<file path="src/sv/isoenc_pkg.sv">
`default_nettype none

package isoenc_pkg;

  // escape sequence bytes
  localparam logic [7:0] ESC_BYTE   = 8'h1B;
  localparam logic [7:0] SB94_MARK  = 8'h28;
  localparam logic [7:0] MB_MARK    = 8'h24;
  localparam logic [7:0] SB96_MARK  = 8'h2D;
  localparam logic [7:0] SPACE_BYTE = 8'h20;
  localparam logic [7:0] HIGH_BIT   = 8'h80;

  // designation codes: designated flag, multi byte flag, final byte
  localparam logic [8:0] SET_NONE   = 9'h000;
  localparam logic [8:0] ASCII_SET  = 9'h142;
  localparam logic [8:0] LATIN1_SET = 9'h141;

  // request functions
  localparam logic FUNC_ENCODE = 1'b0;
  localparam logic FUNC_REINIT = 1'b1;

  // most bytes one character can produce
  localparam int MAX_BYTES = 8;

  // default depth of the queue between front and back
  localparam int QUEUE_DEPTH = 2;

  // one queued character: packed bytes (first byte lowest) and byte count
  typedef struct packed {
    logic [MAX_BYTES*8-1:0] data;
    logic [3:0]             count;
  } isoenc_entry_t;

  // queue write or read side
  typedef struct packed {
    logic          valid;
    isoenc_entry_t entry;
  } isoenc_q_t;

  // queue status
  typedef struct packed {
    logic full;
    logic empty;
  } isoenc_qstat_t;

endpackage

`default_nettype wire

</file>
<file path="src/sv/isoenc_in_if.sv">
`default_nettype none

interface isoenc_in_if;
  logic       valid;
  logic       ready;
  logic       func;
  logic [2:0] set_class;
  logic [6:0] final_byte;
  logic [2:0] char_len;
  logic [7:0] code_byte0;
  logic [7:0] code_byte1;
  logic [7:0] code_byte2;
  logic [7:0] code_byte3;

  modport source (
    output valid, func, set_class, final_byte, char_len,
           code_byte0, code_byte1, code_byte2, code_byte3,
    input  ready
  );

  modport sink (
    input  valid, func, set_class, final_byte, char_len,
           code_byte0, code_byte1, code_byte2, code_byte3,
    output ready
  );
endinterface

`default_nettype wire

</file>
<file path="src/sv/isoenc_out_if.sv">
`default_nettype none

interface isoenc_out_if;
  logic       valid;
  logic       ready;
  logic [7:0] out_byte;
  logic       last;

  modport source (
    output valid, out_byte, last,
    input  ready
  );

  modport sink (
    input  valid, out_byte, last,
    output ready
  );
endinterface

`default_nettype wire

</file>
<file path="src/sv/iso2022_escape_encoder.sv">
// ISO 2022 escape encoder.
// in_ch takes one decoded character per request: set class, final byte and
// up to four code bytes, or a reinitialize request (func = 1) that reloads
// both designations from start_mode. out_ch gives the encoded byte stream,
// one byte per request, with last set on the final byte of each character.
// cfg_we/cfg_data write start_mode; it takes effect at the next reinitialize.
// The front classifies a character in the cycle it is accepted and updates
// the designations; a small queue then feeds the back, which shifts the
// bytes out through a registered output stage.
// When the queue and back are idle, the first byte of a character passes
// through a queue entry, the back's shift register and the output register.
// Throughput: one output byte per cycle while the receiver is ready; a
// character produces 1 to 8 bytes and a reinitialize produces none.
// in_ch.ready drops only while the queue is full.
// When the receiver stalls, the output byte holds and the back stops; the
// front keeps accepting until the queue fills.
// Reset clears start_mode, both designations, the queue and the output.
`default_nettype none

module iso2022_escape_encoder #(
  parameter int QueueDepth = isoenc_pkg::QUEUE_DEPTH
) (
  input  wire logic     clk,
  input  wire logic     rst_n,
  input  wire logic     cfg_we,
  input  wire logic     cfg_data,
  isoenc_in_if.sink     in_ch,
  isoenc_out_if.source  out_ch
);
  import isoenc_pkg::*;

  isoenc_q_t     push;
  isoenc_q_t     head;
  isoenc_qstat_t qstat;
  logic          pop;

  // classify and track designations
  isoenc_front u_front (
    .clk      (clk),
    .rst_n    (rst_n),
    .cfg_we   (cfg_we),
    .cfg_data (cfg_data),
    .in_ch    (in_ch),
    .qstat    (qstat),
    .push     (push)
  );

  // decoupling queue
  isoenc_queue #(
    .Depth (QueueDepth)
  ) u_queue (
    .clk   (clk),
    .rst_n (rst_n),
    .push  (push),
    .pop   (pop),
    .head  (head),
    .qstat (qstat)
  );

  // byte serializer
  isoenc_back u_back (
    .clk    (clk),
    .rst_n  (rst_n),
    .head   (head),
    .pop    (pop),
    .out_ch (out_ch)
  );

  // never push into a full queue
  assert property (@(posedge clk) disable iff (!rst_n)
    push.valid |-> !qstat.full)
    else $error("push into full queue");

  // queued characters carry one to eight bytes
  assert property (@(posedge clk) disable iff (!rst_n)
    head.valid |-> (head.entry.count != 4'd0 && head.entry.count <= 4'd8))
    else $error("bad queued byte count");

  // every accepted encode request is queued, reinitialize is not
  assert property (@(posedge clk) disable iff (!rst_n)
    (in_ch.valid && in_ch.ready) |-> (push.valid == (in_ch.func == FUNC_ENCODE)))
    else $error("request push mismatch");

  // output is empty after reset
  assert property (@(posedge clk)
    !rst_n |=> !out_ch.valid)
    else $error("output valid after reset");
endmodule

`default_nettype wire

</file>
<file path="src/sv/isoenc_front.sv">
`default_nettype none

module isoenc_front (
  input  wire logic                   clk,
  input  wire logic                   rst_n,
  input  wire logic                   cfg_we,
  input  wire logic                   cfg_data,
  isoenc_in_if.sink                   in_ch,
  input  wire isoenc_pkg::isoenc_qstat_t qstat,
  output isoenc_pkg::isoenc_q_t       push
);
  import isoenc_pkg::*;

  logic       start_mode_r;
  logic [8:0] left_set_r,  left_set_nxt;
  logic [8:0] right_set_r, right_set_nxt;

  logic       accept;
  logic       unsupported;
  logic       multi;
  logic       right;
  logic [8:0] set_id;
  logic [8:0] cur_set;
  logic       need_esc;
  logic [7:0] mark;
  logic [2:0] plen;
  logic [2:0] clen;
  logic [7:0] pre [4];
  logic [7:0] dat [4];
  logic [MAX_BYTES*8-1:0] packed_bytes;

  // accept whenever the queue has room
  assign in_ch.ready = !qstat.full;
  assign accept      = in_ch.valid && in_ch.ready;

  // classify the character against its half's designation
  assign unsupported = in_ch.set_class[2];
  assign multi       = in_ch.set_class[0];
  assign right       = in_ch.set_class[1];
  assign set_id      = {1'b1, multi, in_ch.final_byte};
  assign cur_set     = right ? right_set_r : left_set_r;
  assign need_esc    = set_id != cur_set;
  assign mark        = right ? SB96_MARK : SB94_MARK;

  // escape prefix
  always_comb begin
    pre[0] = ESC_BYTE;
    if (multi) begin
      pre[1] = MB_MARK;
      pre[2] = mark;
      pre[3] = {1'b0, in_ch.final_byte};
      plen   = need_esc ? 3'd4 : 3'd0;
    end else begin
      pre[1] = mark;
      pre[2] = {1'b0, in_ch.final_byte};
      pre[3] = 8'h00;
      plen   = need_esc ? 3'd3 : 3'd0;
    end
  end

  // code bytes, high bit forced for the right half
  always_comb begin
    dat[0] = right ? (in_ch.code_byte0 | HIGH_BIT) : in_ch.code_byte0;
    dat[1] = right ? (in_ch.code_byte1 | HIGH_BIT) : in_ch.code_byte1;
    dat[2] = right ? (in_ch.code_byte2 | HIGH_BIT) : in_ch.code_byte2;
    dat[3] = right ? (in_ch.code_byte3 | HIGH_BIT) : in_ch.code_byte3;
  end

  // clamp length to one through four
  always_comb begin
    if (in_ch.char_len == 3'd0) begin
      clen = 3'd1;
    end else if (in_ch.char_len > 3'd4) begin
      clen = 3'd4;
    end else begin
      clen = in_ch.char_len;
    end
  end

  // pack prefix and code bytes into output order
  always_comb begin
    logic [3:0] rel;
    rel = 4'd0;
    packed_bytes = '0;
    for (int k = 0; k < MAX_BYTES; k++) begin
      rel = 4'(k) - {1'b0, plen};
      if (4'(k) < {1'b0, plen}) begin
        packed_bytes[k*8 +: 8] = pre[k[1:0]];
      end else if (rel < {1'b0, clen}) begin
        packed_bytes[k*8 +: 8] = dat[rel[1:0]];
      end
    end
  end

  // queue write
  always_comb begin
    push.valid = accept && (in_ch.func == FUNC_ENCODE);
    if (unsupported) begin
      push.entry.data  = {{(MAX_BYTES*8-8){1'b0}}, SPACE_BYTE};
      push.entry.count = 4'd1;
    end else begin
      push.entry.data  = packed_bytes;
      push.entry.count = {1'b0, plen} + {1'b0, clen};
    end
  end

  // designation updates, in request order
  always_comb begin
    left_set_nxt  = left_set_r;
    right_set_nxt = right_set_r;
    if (accept) begin
      if (in_ch.func == FUNC_REINIT) begin
        left_set_nxt  = start_mode_r ? ASCII_SET : SET_NONE;
        right_set_nxt = start_mode_r ? LATIN1_SET : SET_NONE;
      end else if (!unsupported && need_esc) begin
        if (right) begin
          right_set_nxt = set_id;
        end else begin
          left_set_nxt = set_id;
        end
      end
    end
  end

  always_ff @(posedge clk) begin
    if (!rst_n) begin
      start_mode_r <= 1'b0;
      left_set_r   <= SET_NONE;
      right_set_r  <= SET_NONE;
    end else begin
      if (cfg_we) begin
        start_mode_r <= cfg_data;
      end
      left_set_r  <= left_set_nxt;
      right_set_r <= right_set_nxt;
    end
  end
endmodule

`default_nettype wire

</file>
<file path="src/sv/isoenc_queue.sv">
`default_nettype none

module isoenc_queue #(
  parameter int Depth = isoenc_pkg::QUEUE_DEPTH
) (
  input  wire logic                   clk,
  input  wire logic                   rst_n,
  input  wire isoenc_pkg::isoenc_q_t  push,
  input  wire logic                   pop,
  output isoenc_pkg::isoenc_q_t       head,
  output isoenc_pkg::isoenc_qstat_t   qstat
);
  import isoenc_pkg::*;

  localparam int PtrW = (Depth > 1) ? $clog2(Depth) : 1;
  localparam int CntW = $clog2(Depth + 1);

  isoenc_entry_t mem_r [Depth];
  logic [PtrW-1:0] wr_ptr_r, wr_ptr_nxt;
  logic [PtrW-1:0] rd_ptr_r, rd_ptr_nxt;
  logic [CntW-1:0] cnt_r,    cnt_nxt;
  logic            do_push;
  logic            do_pop;

  assign qstat.full  = cnt_r == CntW'(Depth);
  assign qstat.empty = cnt_r == '0;
  assign do_push     = push.valid && !qstat.full;
  assign do_pop      = pop && !qstat.empty;

  assign head.valid  = !qstat.empty;
  assign head.entry  = mem_r[rd_ptr_r];

  // pointer and fill count
  always_comb begin
    wr_ptr_nxt = wr_ptr_r;
    rd_ptr_nxt = rd_ptr_r;
    cnt_nxt    = cnt_r;
    if (do_push) begin
      wr_ptr_nxt = (wr_ptr_r == PtrW'(Depth - 1)) ? '0 : wr_ptr_r + 1'b1;
    end
    if (do_pop) begin
      rd_ptr_nxt = (rd_ptr_r == PtrW'(Depth - 1)) ? '0 : rd_ptr_r + 1'b1;
    end
    if (do_push && !do_pop) begin
      cnt_nxt = cnt_r + 1'b1;
    end else if (do_pop && !do_push) begin
      cnt_nxt = cnt_r - 1'b1;
    end
  end

  always_ff @(posedge clk) begin
    if (!rst_n) begin
      wr_ptr_r <= '0;
      rd_ptr_r <= '0;
      cnt_r    <= '0;
    end else begin
      wr_ptr_r <= wr_ptr_nxt;
      rd_ptr_r <= rd_ptr_nxt;
      cnt_r    <= cnt_nxt;
    end
  end

  // entry storage
  always_ff @(posedge clk) begin
    if (do_push) begin
      mem_r[wr_ptr_r] <= push.entry;
    end
  end
endmodule

`default_nettype wire

</file>
<file path="src/sv/isoenc_back.sv">
`default_nettype none

module isoenc_back (
  input  wire logic                  clk,
  input  wire logic                  rst_n,
  input  wire isoenc_pkg::isoenc_q_t head,
  output logic                       pop,
  isoenc_out_if.source               out_ch
);
  import isoenc_pkg::*;

  logic [MAX_BYTES*8-1:0] cur_r, cur_nxt;
  logic [3:0]             rem_r, rem_nxt;
  logic                   out_valid_r, out_valid_nxt;
  logic [7:0]             out_byte_r,  out_byte_nxt;
  logic                   out_last_r,  out_last_nxt;
  logic                   adv;

  assign out_ch.valid    = out_valid_r;
  assign out_ch.out_byte = out_byte_r;
  assign out_ch.last     = out_last_r;

  // output register can take a new byte
  assign adv = !out_valid_r || out_ch.ready;

  // one byte a cycle while adv, next entry on the last byte or when idle
  always_comb begin
    cur_nxt       = cur_r;
    rem_nxt       = rem_r;
    out_valid_nxt = out_valid_r;
    out_byte_nxt  = out_byte_r;
    out_last_nxt  = out_last_r;
    pop           = 1'b0;
    if (adv) begin
      if (rem_r != 4'd0) begin
        out_valid_nxt = 1'b1;
        out_byte_nxt  = cur_r[7:0];
        out_last_nxt  = rem_r == 4'd1;
        cur_nxt       = cur_r >> 8;
        rem_nxt       = rem_r - 4'd1;
        if (rem_r == 4'd1 && head.valid) begin
          pop     = 1'b1;
          cur_nxt = head.entry.data;
          rem_nxt = head.entry.count;
        end
      end else begin
        out_valid_nxt = 1'b0;
        if (head.valid) begin
          pop     = 1'b1;
          cur_nxt = head.entry.data;
          rem_nxt = head.entry.count;
        end
      end
    end
  end

  always_ff @(posedge clk) begin
    if (!rst_n) begin
      rem_r       <= 4'd0;
      out_valid_r <= 1'b0;
    end else begin
      rem_r       <= rem_nxt;
      out_valid_r <= out_valid_nxt;
    end
  end

  always_ff @(posedge clk) begin
    cur_r      <= cur_nxt;
    out_byte_r <= out_byte_nxt;
    out_last_r <= out_last_nxt;
  end
endmodule

`default_nettype wire

</file>
<file path="src/flat_wrapper.sv">
// flat-port wrapper written by rule: the top's interface ports become plain ports
module iso2022_escape_encoder_flat import isoenc_pkg::*;
#(
  parameter int QueueDepth = isoenc_pkg::QUEUE_DEPTH
)
  (clk, rst_n, cfg_we, cfg_data, in_ch_valid, in_ch_func, in_ch_set_class, in_ch_final_byte, in_ch_char_len, in_ch_code_byte0, in_ch_code_byte1, in_ch_code_byte2, in_ch_code_byte3, in_ch_ready, out_ch_valid, out_ch_out_byte, out_ch_last, out_ch_ready);
  isoenc_in_if in_ch_i ();
  isoenc_out_if out_ch_i ();
  input  wire logic clk;
  input  wire logic rst_n;
  input  wire logic cfg_we;
  input  wire logic cfg_data;
  input wire logic [$bits(in_ch_i.valid)-1:0] in_ch_valid;
  input wire logic [$bits(in_ch_i.func)-1:0] in_ch_func;
  input wire logic [$bits(in_ch_i.set_class)-1:0] in_ch_set_class;
  input wire logic [$bits(in_ch_i.final_byte)-1:0] in_ch_final_byte;
  input wire logic [$bits(in_ch_i.char_len)-1:0] in_ch_char_len;
  input wire logic [$bits(in_ch_i.code_byte0)-1:0] in_ch_code_byte0;
  input wire logic [$bits(in_ch_i.code_byte1)-1:0] in_ch_code_byte1;
  input wire logic [$bits(in_ch_i.code_byte2)-1:0] in_ch_code_byte2;
  input wire logic [$bits(in_ch_i.code_byte3)-1:0] in_ch_code_byte3;
  output wire logic [$bits(in_ch_i.ready)-1:0] in_ch_ready;
  output wire logic [$bits(out_ch_i.valid)-1:0] out_ch_valid;
  output wire logic [$bits(out_ch_i.out_byte)-1:0] out_ch_out_byte;
  output wire logic [$bits(out_ch_i.last)-1:0] out_ch_last;
  input wire logic [$bits(out_ch_i.ready)-1:0] out_ch_ready;
  assign in_ch_i.valid = in_ch_valid;
  assign in_ch_i.func = in_ch_func;
  assign in_ch_i.set_class = in_ch_set_class;
  assign in_ch_i.final_byte = in_ch_final_byte;
  assign in_ch_i.char_len = in_ch_char_len;
  assign in_ch_i.code_byte0 = in_ch_code_byte0;
  assign in_ch_i.code_byte1 = in_ch_code_byte1;
  assign in_ch_i.code_byte2 = in_ch_code_byte2;
  assign in_ch_i.code_byte3 = in_ch_code_byte3;
  assign in_ch_ready = in_ch_i.ready;
  assign out_ch_valid = out_ch_i.valid;
  assign out_ch_out_byte = out_ch_i.out_byte;
  assign out_ch_last = out_ch_i.last;
  assign out_ch_i.ready = out_ch_ready;
  iso2022_escape_encoder #(.QueueDepth(QueueDepth)) u_core (.clk(clk), .rst_n(rst_n), .cfg_we(cfg_we), .cfg_data(cfg_data), .in_ch(in_ch_i), .out_ch(out_ch_i));
endmodule
</file>
<file path="config.mk">
export PLATFORM = sky130hd
export DESIGN_NAME = iso2022_escape_encoder_flat
export DESIGN_NICKNAME = d
export VERILOG_FILES = /design/src/sv/isoenc_pkg.sv /design/src/sv/isoenc_in_if.sv /design/src/sv/isoenc_out_if.sv /design/src/sv/iso2022_escape_encoder.sv /design/src/sv/isoenc_front.sv /design/src/sv/isoenc_queue.sv /design/src/sv/isoenc_back.sv /design/src/flat_wrapper.sv
export SDC_FILE = /design/constraint.sdc
export NUM_CORES = 1
export LEC_CHECK = 0
export BUFFER_PORTS_ARGS = -buffer_cell sky130_fd_sc_hd__buf_2
export CAP_MARGIN = 10
export CORE_MARGIN = 4
export CORE_UTILIZATION = 30
export DETAILED_ROUTE_END_ITERATION = 10
export HOLD_SLACK_MARGIN = 0.1
export PLACE_DENSITY = 0.55
export REMOVE_ABC_BUFFERS = 1
export SLEW_MARGIN = 20
export SYNTH_ARGS = -nofsm -noshare
export SYNTH_HDL_FRONTEND = slang
export SYNTH_SLANG_ARGS = --single-unit
</file>
<file path="constraint.sdc">
create_clock -name clk -period 8.5 [get_ports clk]
set_input_delay 1.275 -clock clk [delete_from_list [all_inputs] [get_ports clk]]
set_output_delay 1.275 -clock clk [all_outputs]
set_load 0.01 [all_outputs]
</file>
Word level (Yosys, flattened, before mapping)
Memories as Yosys holds them, arrays and structs flattened. A register that Yosys moved wholly into a read port is not among the register bits.
Cells that the tools add are included.
Widths: inputs -> output; s select.
Storage, ports and cells
  register bits after elaboration: 101
  logic and storage cells: 168
  bits in writable memories: 136
  latch bits: 0
  input port bits: 52
  memory bits (read-only): 0
  output and inout port bits: 11
  memories kept: 1
Cells by class
  add/subtract/negate cells: 14
  muxes and demuxes: 79
  multiply operators: 0
  equality and inequality tests: 5
  bitwise logic cells: 9
  reductions and logical operators: 25
  order comparisons: 24
  divide/modulo/power cells: 0
  shifts and indexed selects: 0
Memories
  u_core.u_queue.mem_r: depth 2, bits a word 68, read ports 1, clocked after memory_dff 1, write ports 1, line isoenc_queue.sv:18  | isoenc_entry_t mem_r [Depth];
Operators with widths (count)
  $mux 8: 35
  $mux 64: 3
  $bmux 8 s2: 8
  $mux 9: 9
  $mux 68: 1
  $lt 4x3->1: 8
  $ge 3x3->1 const B: 8
  $not 2->3: 8
  $mux 20: 1
  $sub 3x3->4 const A: 4
  $mux 3: 5
  $mux 4: 3
  $mux 1: 11
  $lt 3x3->1 const A: 3
  $ne 9x9->1: 1
  $logic_and 1x1->1: 8
  $sub 1x3->4 const A: 2
  $sub 2x3->4 const A: 2
  $logic_not 1->1: 6
  $lt 1x3->1 const A: 2
  $lt 2x3->1 const A: 2
  $mux 2: 3
  $reduce_and 3->1: 2
  $reduce_bool 2->1: 3
  15 further kinds: 18

Logic depth before layout (Yosys ltp)
  word-level depth: 12
  mapped depth: 14
  gate-level depth less buffers: 12

Cells and area by module
A second synthesis with hierarchy kept.
Unflattened totals
  cell total of the unflattened synthesis: 781
  area total of the unflattened synthesis: 11170.7 µm²
By module, submodules not included
  isoenc_queue: cells each 238, area each 5230.0 µm², sequential area each 4184.0 µm², times used 1
  isoenc_back: cells each 187, area each 3278.1 µm², sequential area each 2292.2 µm², times used 1
  isoenc_front: cells each 356, area each 2662.6 µm², sequential area each 380.4 µm², times used 1

Worst setup path after synthesis
OpenSTA, ideal clock, no wires.
  kind: input to register
  from: input port in_ch_valid
  to: memory u_core.u_queue.mem_r[0][0] in the netlist's numbering, enable pin
  required time: 7.922 ns
  path buffers: 0
  data arrival time: 6.010 ns
  slack: 1.913 ns
  library setup time: 0.578 ns
  stages on the path: 2
  cells stage by stage: nand2_1 nor3_1
On the way
  word-level cells in the longest chain between the ends: 5
Ends and longest elaborated chain
  start: declaration: line flat_wrapper.sv:13  | input wire logic [$bits(in_ch_i.valid)-1:0] in_ch_valid;
  $logic_and 1x1->1: line isoenc_front.sv:34  | assign accept = in_ch.valid && in_ch.ready;
  $logic_and 1x1->1: line isoenc_front.sv:97  | push.valid = accept && (in_ch.func == FUNC_ENCODE);
  $logic_and 1x1->1: line isoenc_queue.sv:27  | assign do_push = push.valid && !qstat.full;
  $mux 1: line isoenc_queue.sv:65  | if (do_push) begin
  $mux 1 (implied by the code): line isoenc_queue.sv:66  | mem_r[wr_ptr_r] <= push.entry;
  end: declaration: line isoenc_queue.sv:18
No other way between the ends.

==> run_summary.xml <==
<?xml version="1.0" encoding="UTF-8"?>
<metrics>
  <group name="sta">
    <metric name="hold_slack" unit="ns">0.417</metric>
    <metric name="final-max-slew-violation-count" unit="">0</metric>
    <metric name="min_period_over_period" unit="%">56.8</metric>
    <metric name="max_slew_margin" unit="%">31.5</metric>
    <metric name="fmax" unit="MHz">207</metric>
    <metric name="worst_clock_skew" unit="ns">0.00694</metric>
    <metric name="setup_viol" unit="">0</metric>
    <metric name="grt_setup_unrepaired" unit="">no</metric>
    <metric name="hold_viol" unit="">0</metric>
    <metric name="total_negative_setup_slack" unit="ns">0</metric>
    <metric name="min_period" unit="ns">4.83</metric>
    <metric name="timing_worst_slew_pin_value" unit="ns">1.03</metric>
  </group>
  <group name="yosys">
    <metric name="ys_seq_area_share" unit="%">66.3</metric>
    <metric name="post_synth_edffs" unit="">209</metric>
    <metric name="synthesis.yosys.warnings" unit="">0</metric>
    <metric name="netlist_area" unit="um^2">10300</metric>
    <metric name="syn_area_per_cell" unit="um^2">13.2</metric>
    <metric name="netlist_instances" unit="">782</metric>
    <metric name="synth.lib_cells_used.distinct" unit="">50</metric>
    <metric name="ys_dominant_reg_cell" unit="">edfxtp_1</metric>
    <metric name="synth.ff_latch_count" unit="">238</metric>
    <metric name="post_synthesis_async_set_or_reset_flop_share" unit="%">0</metric>
  </group>
  <group name="finish">
    <metric name="instances_no_fill" unit="">1314</metric>
    <metric name="antenna_cells" unit="">0</metric>
    <metric name="finalNetCount" unit="">916</metric>
    <metric name="layout_common_cells" unit="">209 x edfxtp_1, 116 x nor2_1, 106 x mux2i_1, 70 x a21oi_1, 62 x buf_2</metric>
    <metric name="multiInputGateArea" unit="um^2">3250</metric>
    <metric name="register_area" unit="um^2">6860</metric>
    <metric name="area_growth_syn_to_layout" unit="%">16.1</metric>
    <metric name="post_route_cells_drive_above_1_share" unit="%">14.3</metric>
    <metric name="num-fill-cells" unit="">3267</metric>
    <metric name="mostFrequentLayoutCell" unit="">edfxtp_1</metric>
  </group>
  <group name="floorplanning">
    <metric name="initial_utilization" unit="%">30.6</metric>
    <metric name="die-width" unit="um">194</metric>
    <metric name="core.rowCount" unit="">67</metric>
    <metric name="floorplan.core_area" unit="um^2">33800</metric>
    <metric name="ioPinCount" unit="">63</metric>
    <metric name="area_of_the_die" unit="um^2">37500</metric>
    <metric name="floorplan.die.height" unit="um">194</metric>
  </group>
  <group name="job">
    <metric name="maxCapViolCount" unit="">0</metric>
  </group>
  <group name="critical_path">
    <metric name="timing_worst_setup_path_type" unit="">in -&gt; reg</metric>
    <metric name="critical_path_required" unit="ns">8.84</metric>
    <metric name="reg2reg_slack" unit="ns">4.51</metric>
    <metric name="rr_worst_depth" unit="">13</metric>
    <metric name="cp_max_fo" unit="">37</metric>
    <metric name="worstPathArrival" unit="ns">5.16</metric>
    <metric name="crit_path_end_kind" unit="">flop</metric>
    <metric name="worstSetupStartpointType" unit="">primary input</metric>
  </group>
  <group name="clock_tree">
    <metric name="cts.sinks" unit="">238</metric>
    <metric name="cts_max_path_buffers" unit="">3</metric>
    <metric name="cts_buffers" unit="">26</metric>
    <metric name="ctsRootBufferMaster" unit="">clkbuf_16</metric>
    <metric name="clk_pin_slew" unit="ns">0.06</metric>
    <metric name="h-tree-depth" unit="">1</metric>
    <metric name="clock_tree_from_tritoncts" unit="">built</metric>
    <metric name="cts_setup_buffers" unit="">0</metric>
    <metric name="insertion_delay" unit="ns">0.52</metric>
    <metric name="cts-hold-fix-buffers" unit="">0</metric>
    <metric name="cts_resized" unit="">0</metric>
  </group>
  <group name="routing">
    <metric name="wl_met1" unit="um">11100</metric>
    <metric name="detail_route.iter0.violations" unit="">443</metric>
    <metric name="num_vias" unit="">6367</metric>
    <metric name="wl_met2" unit="um">11100</metric>
    <metric name="drc" unit="">0</metric>
    <metric name="firstDrtPassIters" unit="">5</metric>
    <metric name="drtAntennaViolNets" unit="">0</metric>
    <metric name="wl_per_cell" unit="um">18.6</metric>
    <metric name="drt_wl_total" unit="um">24400</metric>
    <metric name="wl_met3" unit="um">1650</metric>
    <metric name="via_per_inst" unit="">4.85</metric>
    <metric name="routed.top_layer" unit="">met4</metric>
  </group>
  <group name="global_routing">
    <metric name="grt_max_degree" unit="">72</metric>
    <metric name="first_pass_grt_wire_length" unit="um">37100</metric>
    <metric name="first_global_vias" unit="">6324</metric>
    <metric name="grt_use_total" unit="%">12.6</metric>
    <metric name="globalRouteOverflowTotal" unit="">0</metric>
    <metric name="antenna_found_initial" unit="">0</metric>
  </group>
  <group name="worst_hold_path">
    <metric name="timing.hold.worst.class" unit="">reg -&gt; reg</metric>
    <metric name="hold_path_depth" unit="">0</metric>
  </group>
  <group name="place">
    <metric name="place_inst" unit="">1267</metric>
    <metric name="place.port_buffers" unit="">62</metric>
    <metric name="dpl.hpwl" unit="um">15800</metric>
    <metric name="gp_congestion" unit="">0.808</metric>
  </group>
  <group name="power">
    <metric name="power-per-cell-area" unit="nW/um^2">331</metric>
    <metric name="share_clk_of_total_power" unit="%">28.7</metric>
    <metric name="seq_pwr_share" unit="%">45.3</metric>
    <metric name="leakagePower" unit="nW">4.24</metric>
    <metric name="combPwrFrac" unit="%">26.0</metric>
    <metric name="p_switching" unit="mW">1.22</metric>
    <metric name="max_ir_drop_vdd" unit="V">0.000178</metric>
    <metric name="netSwitchingFraction" unit="%">30.7</metric>
    <metric name="cell_internal_pwr" unit="mW">2.76</metric>
  </group>
  <group name="status">
    <metric name="status" unit="">finished clean</metric>
  </group>
</metrics>
==> Yosys cell counts, drive strengths merged (2+ instances only) <==
master	count	area [um^2]
o221a	4	45.0
o21ai	37	196
nand2	34	128
a21o	3	22.5
edfxtp	209	6280
a22oi	7	52.6
clkbuf	22	82.6
o31a	2	17.5
xnor2	5	43.8
nor2b	3	18.8
nor3	10	50.1
nand4	2	25.0
a32o	11	110
o22ai	9	56.3
xor2	11	96.3
mux2i	106	1060
ha	16	200
buf	12	93.8
or2	2	12.5
nor2	118	448
dfxtp	29	581
inv	22	82.6
o21a	2	15.0
a21oi	71	355
nand2b	6	37.5
a31oi	2	12.5
o21bai	3	22.5
o2bb2ai	7	61.3
nand3	3	15.0
==> flip-flops by register name (all words and copies together), names as in the netlist, 2 cells and up, named ones only <==
register                       cells
u_core.u_back.rem_r                4
u_core.u_back.cur_r               64
u_core.u_back.out_ch.out_byte      8
u_core.u_front.right_set_r         9
u_core.u_queue.mem_r             136
u_core.u_front.left_set_r          9
u_core.u_queue.cnt_r               2
==> power by group through the flow <==
stage	sequential, mW	combinational [mW]	clock (mW)
floorplan	1.89	0.720	0
global placement	1.82	1.05	0
global route	1.83	1.17	1.22
detailed placement	1.83	1.06	0
CTS	1.80	1.06	1.17
finish	1.80	1.04	1.14
==> metal layers <==
metal	global-route usage [%]	vias to the layer above
met4	2.83	0
met3	2.97	35
met5	0	-
li1	-	3055
met1	17.7	3101
met2	19.9	176
==> per-stage QoR <==
step	worst slack, ns	total power, mW	util [%]	instance area, um^2
floorplan	1.91	2.61	-	10200
global placement	3.32	2.86	33.0	11100
detailed placement	3.22	2.89	33.0	11100
CTS	3.72	4.03	35.5	12000
global route	3.33	4.22	35.5	12000
finish	3.67	3.98	35.5	12000
==> final cells by class <==
type | count | share of cell area [%]
Clock inverter | 7 | 0.896
Inverter | 22 | 0.688
Timing Repair Buffer | 71 | 3.15
Sequential cell | 238 | 57.1
Multi-Input combinational cell | 488 | 27.1
Tap cell | 448 | 4.67
Clock buffer | 40 | 6.37
==> cells by family (layout without fill, tap and decap cells) <==
family / count (synthesis) / in the layout / share of synthesized area (%)
multiplexers: 106 / 106 / 10.3
buffers and inverters: 56 / 140 / 2.51
XOR/XNOR: 16 / 16 / 1.36
flip-flops: 238 / 238 / 66.3
AO/OA/AOI/OAI: 165 / 165 / 9.91
AND/OR/NAND/NOR: 184 / 184 / 7.52
adder cells (fa/ha/maj): 17 / 17 / 2.13
==> path summary, 6_finish.rpt <==
check,startpoint,endpoint
worst max-delay path,in_ch_set_class[1],u_core.u_queue.mem_r[0][47]
worst max register to register,u_core.u_front.left_set_r[0],u_core.u_queue.mem_r[0][47]
worst min register to register,u_core.u_back.cur_r[5],u_core.u_back.out_ch.out_byte[5]
worst min-delay path,u_core.u_back.cur_r[5],u_core.u_back.out_ch.out_byte[5]
==> worst max-delay path, stage by stage <==
cell and delay (ns):
buf_2 0.37, mux2i_1 0.28, xor2_1 0.19, nand4_2 0.23
o21ai_4 0.19, buf_4 0.52, inv_1 0.23, ha_1 0.41
inv_1 0.07, ha_1 0.20, nor3_1 0.28, nand2_1 0.36
o31a_1 0.35, o22ai_1 0.18
Power figures use the tool's default switching activity.
